$ cat src/hw/rtl/sppt_pkg.sv
`timescale 1ns / 1ps
// shared types and constants for the stepper pulse generator and position tracker
// no dependencies

package sppt_pkg;

    // input word kinds carried in tuser
    localparam logic [1:0] ACT_TICK   = 2'd0;
    localparam logic [1:0] ACT_START  = 2'd1;
    localparam logic [1:0] ACT_PRESET = 2'd2;

    // configuration register indexes (byte address 4 * index)
    localparam logic [1:0] REG_HIGH_TICKS   = 2'd0;
    localparam logic [1:0] REG_PERIOD_TICKS = 2'd1;
    localparam logic [1:0] REG_MID_POSITION = 2'd2;

    localparam logic [15:0] HIGH_TICKS_RST   = 16'd1;
    localparam logic [15:0] PERIOD_TICKS_RST = 16'd2;
    localparam logic [15:0] MID_POSITION_RST = 16'd0;

    // steps needed since the last re-reference before a sensor hit counts
    localparam logic [15:0] REREF_MIN_STEPS = 16'd2000;
    localparam logic [15:0] U16_MAX         = 16'hFFFF;

    localparam int IN_DATA_W  = 56;
    localparam int OUT_DATA_W = 24;

    typedef struct packed {
        logic [15:0] high_ticks;
        logic [15:0] period_ticks;
        logic [15:0] mid_position;
    } cfg_t;

    typedef struct packed {
        logic [1:0]  action;
        logic [15:0] step_count;
        logic [15:0] target_position;
        logic        forward;
        logic [15:0] preset_value;
        logic        sensor_active;
    } item_t;

    typedef struct packed {
        logic        step_clock;
        logic        moving;
        logic [15:0] position;
        logic        step_done;
    } result_t;

endpackage

$ cat src/hw/rtl/stepper_pulse_position_tracker_core.sv
`timescale 1ns / 1ps
// top level: input word register, motion core, result register and apb registers
// depends on sppt_pkg, sppt_apb_regs, sppt_motion_core
//
// path: input word register, combinational core, result register that offers the word
// throughput: one word per clock while the result stream is not stalled,
// the state update is a single pass per word
// reset: rst_n clears both stage valids and all motion state, registers take defaults
// a full result register does not block input while the input register can still take one

module stepper_pulse_position_tracker_core (
    input  logic                             clk,
    input  logic                             rst_n,
    // input stream
    input  logic                             s_axis_tvalid,
    output logic                             s_axis_tready,
    // step_count[15:0], target_position[31:16], forward[32], preset_value[48:33],
    // sensor_active[49], zero fill [55:50]
    input  logic [sppt_pkg::IN_DATA_W-1:0]   s_axis_tdata,
    // action[1:0]
    input  logic [1:0]                       s_axis_tuser,
    // result stream
    output logic                             m_axis_tvalid,
    input  logic                             m_axis_tready,
    // step_clock[0], moving[1], position[17:2], step_done[18], zero fill [23:19]
    output logic [sppt_pkg::OUT_DATA_W-1:0]  m_axis_tdata,
    // configuration port
    input  logic                             psel,
    input  logic                             penable,
    input  logic                             pwrite,
    input  logic [3:0]                       paddr,
    input  logic [31:0]                      pwdata,
    output logic [31:0]                      prdata,
    output logic                             pready
);
    import sppt_pkg::*;

    cfg_t    cfg;
    item_t   in_word;
    item_t   in_item_reg;
    logic    in_valid_reg;
    result_t core_result;
    result_t out_reg;
    logic    out_valid_reg;
    logic    advance;

    // unpack the input word
    assign in_word.action          = s_axis_tuser;
    assign in_word.step_count      = s_axis_tdata[15:0];
    assign in_word.target_position = s_axis_tdata[31:16];
    assign in_word.forward         = s_axis_tdata[32];
    assign in_word.preset_value    = s_axis_tdata[48:33];
    assign in_word.sensor_active   = s_axis_tdata[49];

    // the held word moves through the core whenever the result register frees up
    assign advance       = in_valid_reg && (!out_valid_reg || m_axis_tready);
    assign s_axis_tready = !in_valid_reg || advance;

    always_ff @(posedge clk or negedge rst_n)
    begin
        if (!rst_n)
            in_valid_reg <= 1'b0;
        else if (s_axis_tready)
            in_valid_reg <= s_axis_tvalid;
    end

    always_ff @(posedge clk)
    begin
        if (s_axis_tvalid && s_axis_tready)
            in_item_reg <= in_word;
    end

    sppt_apb_regs u_regs (
        .clk     (clk),
        .rst_n   (rst_n),
        .psel    (psel),
        .penable (penable),
        .pwrite  (pwrite),
        .paddr   (paddr),
        .pwdata  (pwdata),
        .prdata  (prdata),
        .pready  (pready),
        .cfg     (cfg)
    );

    // motion state commits only when its result is captured
    sppt_motion_core u_core (
        .clk    (clk),
        .rst_n  (rst_n),
        .cfg    (cfg),
        .item   (in_item_reg),
        .commit (advance),
        .result (core_result)
    );

    always_ff @(posedge clk or negedge rst_n)
    begin
        if (!rst_n)
            out_valid_reg <= 1'b0;
        else if (advance)
            out_valid_reg <= 1'b1;
        else if (m_axis_tready)
            out_valid_reg <= 1'b0;
    end

    always_ff @(posedge clk)
    begin
        if (advance)
            out_reg <= core_result;
    end

    assign m_axis_tvalid = out_valid_reg;
    assign m_axis_tdata  = {5'd0, out_reg.step_done, out_reg.position,
                            out_reg.moving, out_reg.step_clock};

    // a word passed to the core always lands in the result register
    a_advance_fills_out: assert property (@(posedge clk) disable iff (!rst_n)
        advance |=> out_valid_reg)
        else $error("result register not filled after advance");

    // a completed step always leaves the clock low
    a_done_clock_low: assert property (@(posedge clk) disable iff (!rst_n)
        (out_valid_reg && out_reg.step_done) |-> !out_reg.step_clock)
        else $error("step done with step clock high");

    // a held word that cannot advance stays put
    a_in_hold: assert property (@(posedge clk) disable iff (!rst_n)
        (in_valid_reg && !advance) |=> (in_valid_reg && $stable(in_item_reg)))
        else $error("held input word lost or changed");

    // a stalled result word stays offered and unchanged
    a_out_hold: assert property (@(posedge clk) disable iff (!rst_n)
        (m_axis_tvalid && !m_axis_tready) |=> (m_axis_tvalid && $stable(m_axis_tdata)))
        else $error("stalled result word lost or changed");

endmodule

$ cat src/hw/rtl/sppt_apb_regs.sv
`timescale 1ns / 1ps
// apb configuration registers: high time, period and re-reference position
// depends on sppt_pkg

module sppt_apb_regs (
    input  logic               clk,
    input  logic               rst_n,
    input  logic               psel,
    input  logic               penable,
    input  logic               pwrite,
    input  logic [3:0]         paddr,
    input  logic [31:0]        pwdata,
    output logic [31:0]        prdata,
    output logic               pready,
    output sppt_pkg::cfg_t     cfg
);
    import sppt_pkg::*;

    logic [15:0] high_ticks_reg;
    logic [15:0] period_ticks_reg;
    logic [15:0] mid_position_reg;
    logic [1:0]  reg_index;
    logic        wr_en;

    assign pready    = 1'b1;
    assign reg_index = paddr[3:2];
    assign wr_en     = psel && penable && pwrite && pready;

    always_ff @(posedge clk or negedge rst_n)
    begin
        if (!rst_n)
        begin
            high_ticks_reg   <= HIGH_TICKS_RST;
            period_ticks_reg <= PERIOD_TICKS_RST;
            mid_position_reg <= MID_POSITION_RST;
        end
        else if (wr_en)
        begin
            unique case (reg_index)
                REG_HIGH_TICKS:   high_ticks_reg   <= pwdata[15:0];
                REG_PERIOD_TICKS: period_ticks_reg <= pwdata[15:0];
                REG_MID_POSITION: mid_position_reg <= pwdata[15:0];
                default:          ;
            endcase
        end
    end

    always_comb
    begin
        unique case (reg_index)
            REG_HIGH_TICKS:   prdata = {16'd0, high_ticks_reg};
            REG_PERIOD_TICKS: prdata = {16'd0, period_ticks_reg};
            REG_MID_POSITION: prdata = {16'd0, mid_position_reg};
            default:          prdata = 32'd0;
        endcase
    end

    assign cfg.high_ticks   = high_ticks_reg;
    assign cfg.period_ticks = period_ticks_reg;
    assign cfg.mid_position = mid_position_reg;

endmodule

$ cat src/hw/rtl/sppt_motion_core.sv
`timescale 1ns / 1ps
// motion state registers and the single-pass next-state logic for one word
// depends on sppt_pkg

module sppt_motion_core (
    input  logic              clk,
    input  logic              rst_n,
    input  sppt_pkg::cfg_t    cfg,
    input  sppt_pkg::item_t   item,
    input  logic              commit,
    output sppt_pkg::result_t result
);
    import sppt_pkg::*;

    logic [15:0] phase_reg, phase_next;
    logic [15:0] steps_left_reg, steps_left_next;
    logic [15:0] pos_reg, pos_next;
    logic [15:0] target_reg, target_next;
    logic        dir_reg, dir_next;
    logic [15:0] since_ref_reg, since_ref_next;
    logic        clock_level_reg, clock_level_next;

    logic [15:0] phase_inc;
    logic [15:0] pos_stepped;
    logic [15:0] since_ref_inc;
    logic        done;

    assign phase_inc     = phase_reg + 16'd1;
    assign since_ref_inc = (since_ref_reg != U16_MAX) ? since_ref_reg + 16'd1 : since_ref_reg;

    always_comb
    begin
        if (dir_reg)
            pos_stepped = (pos_reg != U16_MAX) ? pos_reg + 16'd1 : pos_reg;
        else
            pos_stepped = (pos_reg != 16'd0) ? pos_reg - 16'd1 : pos_reg;
    end

    always_comb
    begin
        phase_next       = phase_reg;
        steps_left_next  = steps_left_reg;
        pos_next         = pos_reg;
        target_next      = target_reg;
        dir_next         = dir_reg;
        since_ref_next   = since_ref_reg;
        clock_level_next = clock_level_reg;
        done             = 1'b0;

        case (item.action)
            ACT_TICK:
            begin
                if (steps_left_reg != 16'd0)
                begin
                    if (phase_inc <= cfg.high_ticks)
                    begin
                        phase_next       = phase_inc;
                        clock_level_next = 1'b1;
                    end
                    else if (phase_inc < cfg.period_ticks)
                    begin
                        phase_next       = phase_inc;
                        clock_level_next = 1'b0;
                    end
                    else
                    begin
                        // end of one step period
                        done             = 1'b1;
                        phase_next       = 16'd0;
                        clock_level_next = 1'b0;
                        steps_left_next  = steps_left_reg - 16'd1;
                        since_ref_next   = since_ref_inc;
                        pos_next         = pos_stepped;
                        if (item.sensor_active && dir_reg && (since_ref_inc > REREF_MIN_STEPS))
                        begin
                            pos_next       = cfg.mid_position;
                            since_ref_next = 16'd0;
                        end
                        if (pos_next == target_reg)
                            steps_left_next = 16'd0;
                    end
                end
            end
            ACT_START:
            begin
                steps_left_next = item.step_count;
                target_next     = item.target_position;
                dir_next        = item.forward;
            end
            ACT_PRESET:
            begin
                pos_next = item.preset_value;
            end
            default: ;
        endcase
    end

    always_ff @(posedge clk or negedge rst_n)
    begin
        if (!rst_n)
        begin
            phase_reg       <= 16'd0;
            steps_left_reg  <= 16'd0;
            pos_reg         <= 16'd0;
            target_reg      <= 16'd0;
            dir_reg         <= 1'b0;
            since_ref_reg   <= 16'd0;
            clock_level_reg <= 1'b0;
        end
        else if (commit)
        begin
            phase_reg       <= phase_next;
            steps_left_reg  <= steps_left_next;
            pos_reg         <= pos_next;
            target_reg      <= target_next;
            dir_reg         <= dir_next;
            since_ref_reg   <= since_ref_next;
            clock_level_reg <= clock_level_next;
        end
    end

    assign result.step_clock = clock_level_next;
    assign result.moving     = (steps_left_next != 16'd0);
    assign result.position   = pos_next;
    assign result.step_done  = done;

endmodule
$ cat config.mk
export PLATFORM = sky130hd
export DESIGN_NAME = stepper_pulse_position_tracker_core
export DESIGN_NICKNAME = d
export VERILOG_FILES = /design/src/hw/rtl/sppt_pkg.sv /design/src/hw/rtl/stepper_pulse_position_tracker_core.sv /design/src/hw/rtl/sppt_apb_regs.sv /design/src/hw/rtl/sppt_motion_core.sv
export SDC_FILE = /design/constraint.sdc
export NUM_CORES = 1
export LEC_CHECK = 0
export ABC_AREA = 1
export ABC_CLOCK_PERIOD_IN_PS = 8650
export BUFFER_PORTS_ARGS = -buffer_cell sky130_fd_sc_hd__buf_2
export CORE_ASPECT_RATIO = 1.2
export CORE_MARGIN = 10
export CORE_UTILIZATION = 46
export DETAILED_ROUTE_END_ITERATION = 10
export PLACE_DENSITY_LB_ADDON = 0.1
export REMOVE_ABC_BUFFERS = 1
export SLEW_MARGIN = 40
export SYNTH_ARGS = -nofsm -noshare
export SYNTH_HDL_FRONTEND = slang
export SYNTH_HIERARCHICAL = 1
export SYNTH_SLANG_ARGS = --single-unit
$ cat constraint.sdc
create_clock -name clk -period 8.65 [get_ports clk]
set_input_delay 1.73 -clock clk [delete_from_list [all_inputs] [get_ports clk]]
set_output_delay 1.73 -clock clk [all_outputs]
set_load 0.05 [all_outputs]
==> results of run 1 <==
-- per-layer routing --
metal	global-route usage (%)	vias up
met3	3.13	64
li1	-	5205
met4	7.10	2
met1	24.6	4732
met5	0	-
met2	32.2	238
-- logic make-up after synthesis --
kind of cell | Yosys count | synth area share, %
adders and majority gates | 36 | 3.71
DFF | 203 | 44.7
other | 3 | 0.0926
AOI/OAI and AO/OA | 198 | 8.88
muxes | 6 | 0.556
buffers and inverters | 270 | 9.86
and+or+nand+nor | 793 | 28.8
xor gates and xnor gates | 47 | 3.39
-- how the worst min path moves through the flow --
stage	end	slack [ns]	cells past startpoint
after floorplan	u_regs/period_ticks_reg[1]	0.45	2
after global placement	u_regs/high_ticks_reg[0]	0.47	2
after detailed placement	u_core/target_reg[14]	0.46	1
after CTS	u_regs/period_ticks_reg[1]	0.48	2
after global routing	u_regs/high_ticks_reg[0]	0.49	2
final	u_regs/high_ticks_reg[0]	0.48	2
-- cell type report --
class | count | share of cell area [%]
Tap cell | 335 | 3.08
Multi-Input combinational cell | 1102 | 41.3
Timing Repair Buffer | 122 | 4.76
Clock inverter | 17 | 1.20
Clock buffer | 24 | 4.26
Antenna cell | 1 | 0.0184
Inverter | 195 | 5.39
Sequential cell | 203 | 40.0
-- placed cells by master (no fill, tap or decap), types with 6 or more instances in the layout --
cell / netlist / layout
nand2_2: 19 / 19
conb_1: 3 / 22
nand3_1: 116 / 116
inv_1: 182 / 181
nand4_1: 38 / 38
nor2_2: 6 / 6
mux2_2: 6 / 6
nand2_1: 465 / 465
inv_2: 9 / 10
dfrtp_1: 130 / 130
o22ai_1: 12 / 12
nor3_1: 16 / 16
nor2_1: 101 / 100
o21ai_0: 105 / 105
ha_1: 36 / 36
edfxtp_1: 71 / 71
buf_4: 30 / 7
nor2_4: 5 / 6
buf_2: 3 / 112
o211ai_1: 17 / 17
nand3_2: 6 / 6
a21oi_1: 48 / 47
clkbuf_16: 0 / 23
xor2_1: 45 / 45
clkinv_1: 4 / 10
nand3b_1: 7 / 7
-- through the flow --
step           hold slack (ns)  power (mW)  instance area (um^2)
3_3_place_gp             0.465        3.02                 12800
5_1_grt                  0.492        4.35                 13600
4_1_cts                  0.479        4.05                 13600
6_report                 0.476        4.02                 13600
2_1_floorplan            0.451        2.61                 11800
3_5_place_dp             0.465        3.06                 12800
-- where the power goes --
group | internal, mW | leakage [nW] | total (mW) | switching [mW]
Combinational | 0.521 | 3.90 | 1.60 | 1.08
Sequential | 1.24 | 2.33 | 1.45 | 0.215
Clock | 0.574 | 0.364 | 0.972 | 0.398
Total | 2.33 | 6.59 | 4.02 | 1.69
-- critical path, delay by kind of cell (launching register included) --
| family | cells | cell delay [ns] |
|---|---|---|
| simple gates | 21 | 3.16 |
| buf+inv | 5 | 1.18 |
| compound gates | 3 | 0.96 |
| flops | 1 | 0.41 |
| fa+ha+maj | 1 | 0.31 |
| xor+xnor | 1 | 0.21 |
==> flow_summary_export.csv, run 1 <==
group,metric,value,unit
die,start_util,46.4,%
sta,finalCriticalPeriod,6.47,ns
route,drc,0,
worst_hold_path,holdCritStartpoint,"u_regs/high_ticks_reg[0]",
synthesis,synth.top_cell.area_share,26.8,%
clock_network,clkSinkCount,203,
route,avgRoutedWirePerCell,16.2,um
synthesis,synthesis.area,12200,um^2
critical_path,cp.arrival,6.74,ns
critical_path,r2r-start,"u_core/phase_reg[0]",
route,routed.top_layer,"met5",
critical_path,reg2regPathDepth,31,
power,p_per_area,296,nW/um^2
power,vdd_drop_max,0.137,mV
die,die_w,168,um
clock_network,clk_latency,0.52,ns
critical_path,critPathLaunch,"u_core/phase_reg[0]",
synthesis,synth.top_cells.by_count,"465 x nand2_1, 182 x inv_1, 130 x dfrtp_1, 116 x nand3_1, 105 x o21ai_0",
final_layout,multiInputGateArea,5610,um^2
global_route,grt_pass1_vias,10200,
sta,maxSlewViolCount,0,
synthesis,yosysSeqAreaShare,44.7,%
placed_design,gp_congestion,0.918,
route,dr_wl_met2,15400,um
synthesis,ys_warn_count,6,
clock_network,htree_levels,1,
synthesis,synth_area_leaders,"dfrtp_1 27%, edfxtp_1 18%, nand2_1 14%",
clock_network,clkTransAtPathRegs,0.06,ns
placed_design,place_ws,2.21,ns
run,maxCapViolCount,0,
sta,rsz0062_at_grt,"no",
sta,setup_viol_count_final,0,
sta,relSlewSlack,47.6,%
sta,worstMarginPinSlew,0.781,ns
route,firstDrtPassIters,5,
clock_network,cts_tree,"yes",
final_layout,n_fill_cell,2567,
global_route,grt_usage,19.3,%
route,routed_wl,32500,um
global_route,antenna_found_initial,2,
synthesis,synthCells,1556,
critical_path,crit_end,"m_axis_tdata[1]",
final_layout,largest_reg_flops,52,
clock_network,clock-root-buffer,"clkbuf_16",
synthesis,syn_avg_cell_area,7.81,um^2
global_route,grt_pass1_wl,53100,um
final_layout,post-route-util,51.9,%
route,num_vias,10200,
critical_path,r2r_slack,2.18,ns
route,first_iter_violations,694,
die,ios,160,
route,route.met3.wl,1680,um
final_layout,stdcell_count,1999,
clock_network,cts.repair.resized,0,
critical_path,required,8.92,ns
die,die_h,198,um
clock_network,holdBufCountCts,0,
critical_path,critPathMaxStageDelay,0.67,ns
sta,layout_setup_ws,2.18,ns
final_layout,area_delta_synth_final,11.8,%
clock_network,clockBufferDepth,3,
synthesis,synth-seq-cells,203,
status,status,"completed",
power,leakage,6.59,nW
sta,finalClockSkew,0.0242,ns
synthesis,netlist-cell-type-count,46,
route,ant_nets,0,
synthesis,yosys.area.top_type,"dfrtp_1",
clock_network,postCtsSetupRepairBufs,0,
clock_network,cts_made_buffers,23,
global_route,grt_max_degree,86,
final_layout,final-seq-area,5440,um^2
final_layout,layout.nets,1784,
critical_path,r2r-end,"m_axis_tdata[1]",
critical_path,start_kind,"register",
critical_path,endpoint_kind,"register",
die,die_area,33400,um^2
synthesis,synth_ff_type,"dfrtp_1",
synthesis,ys_async_sr_fraction,65.0,%
die,placement_rows,65,
route,met1_length,14200,um
sta,max_freq,154,MHz
global_route,grt_remaining_overflow,0,
final_layout,layout-drive-gt1-share,13.3,%
critical_path,crit_type,"reg2reg",
sta,fin_setup_tns,0,ns
sta,finalCritPeriodShare,74.8,%
worst_hold_path,hold_path_class,"reg2reg",
synthesis,synth-edff-count,71,
placed_design,dpl.hpwl,23100,um
die,core_area,26200,um^2
critical_path,crit_top_cell,"nand2_1",
placed_design,dp.cells,1957,
route,viasPerCell,5.12,
critical_path,crit_slowest_cell,"clkinv_1",
sta,hold_viol_final,0,
critical_path,path_max_fanout,26,
synthesis,yosysMostFrequentCell,"nand2_1",
placed_design,port_buffers,113,
Note: power is estimated with default switching activity, not from simulation.
==> run 2, diff against run 1 <==
ABC_AREA = 0   (was 1)
ABC_CLOCK_PERIOD_IN_PS = 5730   (was 8650)
clock period = 5.73 ns   (was 8.65 ns; I/O delays follow)
==> run 2 against run 1 <==
Net effect: via count down 6.6%; die area up 0.40%; worst hold slack better by 0.0021 ns; final cell count fell by 18%; largest cell class unchanged; highest routed layer is now met4.
==> flow_summary_export.csv, run 2 <==
group,metric,value,unit
status,status,"completed",
critical_path,endpoint_kind,"register",
die,die_area,33500,um^2
worst_hold_path,holdCritStartpoint,"in_item_reg[31]",
die,die_h,198,um
synthesis,synth.top_cell.area_share,26.6,%
critical_path,cp.arrival,5.30,ns
final_layout,layout-drive-gt1-share,21.7,%
critical_path,r2r_slack,0.70,ns
route,avgRoutedWirePerCell,20.1,um
synthesis,synthesis.area,12200,um^2
final_layout,final_common_cell,"dfrtp_1",
power,p_per_area,402,nW/um^2
die,die_w,169,um
clock_network,cts_made_buffers,23,
die,core_area,26300,um^2
synthesis,syn_avg_cell_area,10.0,um^2
sta,relSlewSlack,43.7,%
route,first_iter_violations,688,
global_route,grt_usage,19.1,%
die,ios,160,
clock_network,clk_latency,0.53,ns
critical_path,r2r-end,"m_axis_tdata[1]",
route,num_vias,9569,
final_layout,largest_reg_flops,52,
placed_design,dpl.hpwl,23900,um
synthesis,synth_ff_type,"dfrtp_1",
synthesis,ys_warn_count,6,
synthesis,synth.top_cells.by_count,"130 x dfrtp_1, 123 x nand2_1, 106 x o21ai_0, 71 x edfxtp_1, 70 x mux2_2",
sta,rsz0062_at_grt,"no",
route,firstDrtPassIters,5,
clock_network,postCtsSetupRepairBufs,0,
sta,finalCriticalPeriod,5.03,ns
synthesis,synth-edff-count,71,
clock_network,htree_levels,1,
route,drc,0,
synthesis,synth_area_leaders,"dfrtp_1 27%, edfxtp_1 17%, mux2_2 6.5%",
sta,max_freq,199,MHz
clock_network,clock-root-buffer,"clkbuf_16",
synthesis,synthCells,1215,
synthesis,synth-seq-cells,203,
die,start_util,46.5,%
clock_network,cts.repair.resized,0,
power,leakage,5.71,nW
sta,worstMarginPinSlew,0.842,ns
clock_network,clockBufferDepth,3,
worst_hold_path,hold_end,"u_core/target_reg[13]",
global_route,grt_pass1_vias,9483,
final_layout,area_delta_synth_final,12.4,%
critical_path,start_kind,"register",
run,maxCapViolCount,0,
sta,fin_setup_tns,0,ns
final_layout,final-seq-area,5440,um^2
worst_hold_path,hold_path_class,"reg2reg",
global_route,grt_remaining_overflow,0,
clock_network,clkSinkCount,203,
critical_path,required,5.99,ns
critical_path,critPathMaxStageDelay,0.59,ns
sta,finalCritPeriodShare,87.8,%
route,routed_wl,32900,um
critical_path,crit_slowest_cell,"or3_1",
critical_path,path_max_fanout,8,
clock_network,cts_tree,"yes",
final_layout,diodes,0,
sta,hold_viol_final,0,
synthesis,yosysMostFrequentCell,"dfrtp_1",
global_route,antenna_found_initial,0,
critical_path,cp_cell_sequence,"ha_1 -> and3_1 -> nand3_1 -> nor3_1 -> xnor2_1 -> ha_1 -> nand4_1 -> nor3_1 -> or3_1 -> a211oi_1 -> buf_4 -> or3_1 -> nor3_1 -> xnor2_1 -> nand3_1 -> o31ai_1 -> nand4_1 -> o21ai_0 -> nand4_1",
final_layout,final_cell_mix,"130 x dfrtp_1, 123 x nand2_1, 112 x buf_2",
final_layout,multiInputGateArea,6150,um^2
synthesis,yosysSeqAreaShare,44.5,%
global_route,grt_max_degree,93,
synthesis,netlist-cell-type-count,93,
clock_network,clkTransAtPathRegs,0.06,ns
synthesis,ys_async_sr_fraction,65.0,%
critical_path,reg2regPathDepth,19,
critical_path,r2r-start,"u_core/phase_reg[0]",
sta,setup_viol_count_final,0,
clock_network,holdBufCountCts,0,
power,vdd_drop_max,0.273,mV
placed_design,gp_congestion,0.932,
placed_design,port_buffers,113,
route,viasPerCell,5.83,
synthesis,yosys.area.top_type,"dfrtp_1",
final_layout,post-route-util,52.2,%
worst_hold_path,whs_path_depth,1,
sta,finalClockSkew,0.0106,ns
final_layout,n_fill_cell,2433,
global_route,grt_pass1_wl,52500,um
final_layout,layout.nets,1427,
route,ant_nets,0,
critical_path,crit_type,"reg2reg",
die,placement_rows,65,
sta,maxSlewViolCount,0,
## run 2: cell count changes after synthesis, moves of 17 or more
cell | before | now
nand2_2 | 19 | 0
xnor2_1 | 2 | 23
nand3_1 | 116 | 33
clkbuf_1 | 31 | 48
mux2_2 | 6 | 70
mux2i_1 | 0 | 24
xor2_1 | 45 | 21
nor2_1 | 101 | 59
nand4_1 | 38 | 21
a22oi_1 | 1 | 31
inv_1 | 182 | 51
nand2_1 | 465 | 123
## run 2: layer usage
metal  vias up  GRT usage [%]  wire length [um]
li1       4609              -                 -
met1      4655           25.6             14800
met2       257           31.4             15700
met3        48           3.30              1770
met4         0           5.04               722
met5         -              0                 0
## run 2: cell families after synthesis
family,count (synthesis),synth area share [%]
and+or+nand+nor,373,16.2
xor gates and xnor gates,45,3.35
muxes,104,9.65
other,3,0.0922
DFF,203,44.5
adders and majority gates,36,3.69
buffers and inverters,152,5.95
AOI/OAI and AO/OA,299,16.5
## run 2: layout make-up
type | instances | share of cell area, %
clock buffer | 28 | 4.48
clock inverter | 14 | 1.40
inverter | 53 | 1.45
multi-input combinational | 879 | 44.8
sequential | 203 | 39.6
tap | 335 | 3.06
timing repair buffer | 130 | 5.13
## run 2: how the worst max path moves through the flow
stage / cells after the start / to / slack (ns) / startpoint
floorplan: 18 / m_axis_tdata[1] / 1.30 / u_core/phase_reg[0]
global placement: 17 / m_axis_tdata[1] / 0.73 / u_core/phase_reg[0]
detailed placement: 19 / m_axis_tdata[1] / 0.72 / u_core/phase_reg[0]
CTS: 19 / m_axis_tdata[1] / 0.69 / u_core/phase_reg[0]
global route: 19 / m_axis_tdata[1] / 0.26 / u_core/phase_reg[0]
finish: 19 / m_axis_tdata[1] / 0.70 / u_core/phase_reg[0]
## run 2: worst max-delay path: cells and delay by family (launching register included)
kind                       cells  cell delay (ns)
xor gates and xnor gates       2             0.34
and+or+nand+nor               11             2.73
DFF                            1             0.51
adders and majority gates      2             0.63
buffers and inverters          1             0.17
AOI/OAI and AO/OA              3             0.37
## run 2: stage by stage
stage	std cells	total power [mW]	hold slack, ns	setup WS [ns]	instance area [um^2]
3_3_place_gp	1599	3.93	0.465	0.729	12900
5_1_grt	1642	5.85	0.495	0.256	13700
3_5_place_dp	1600	3.95	0.470	0.720	12900
4_1_cts	1642	5.55	0.482	0.693	13700
6_report	1642	5.52	0.478	0.698	13700
2_1_floorplan	1135	3.37	0.451	1.30	11800
## run 2: where the power goes
group	switching, mW	internal, mW
Combinational	1.04	0.697
Sequential	0.412	1.79
Clock	0.627	0.951
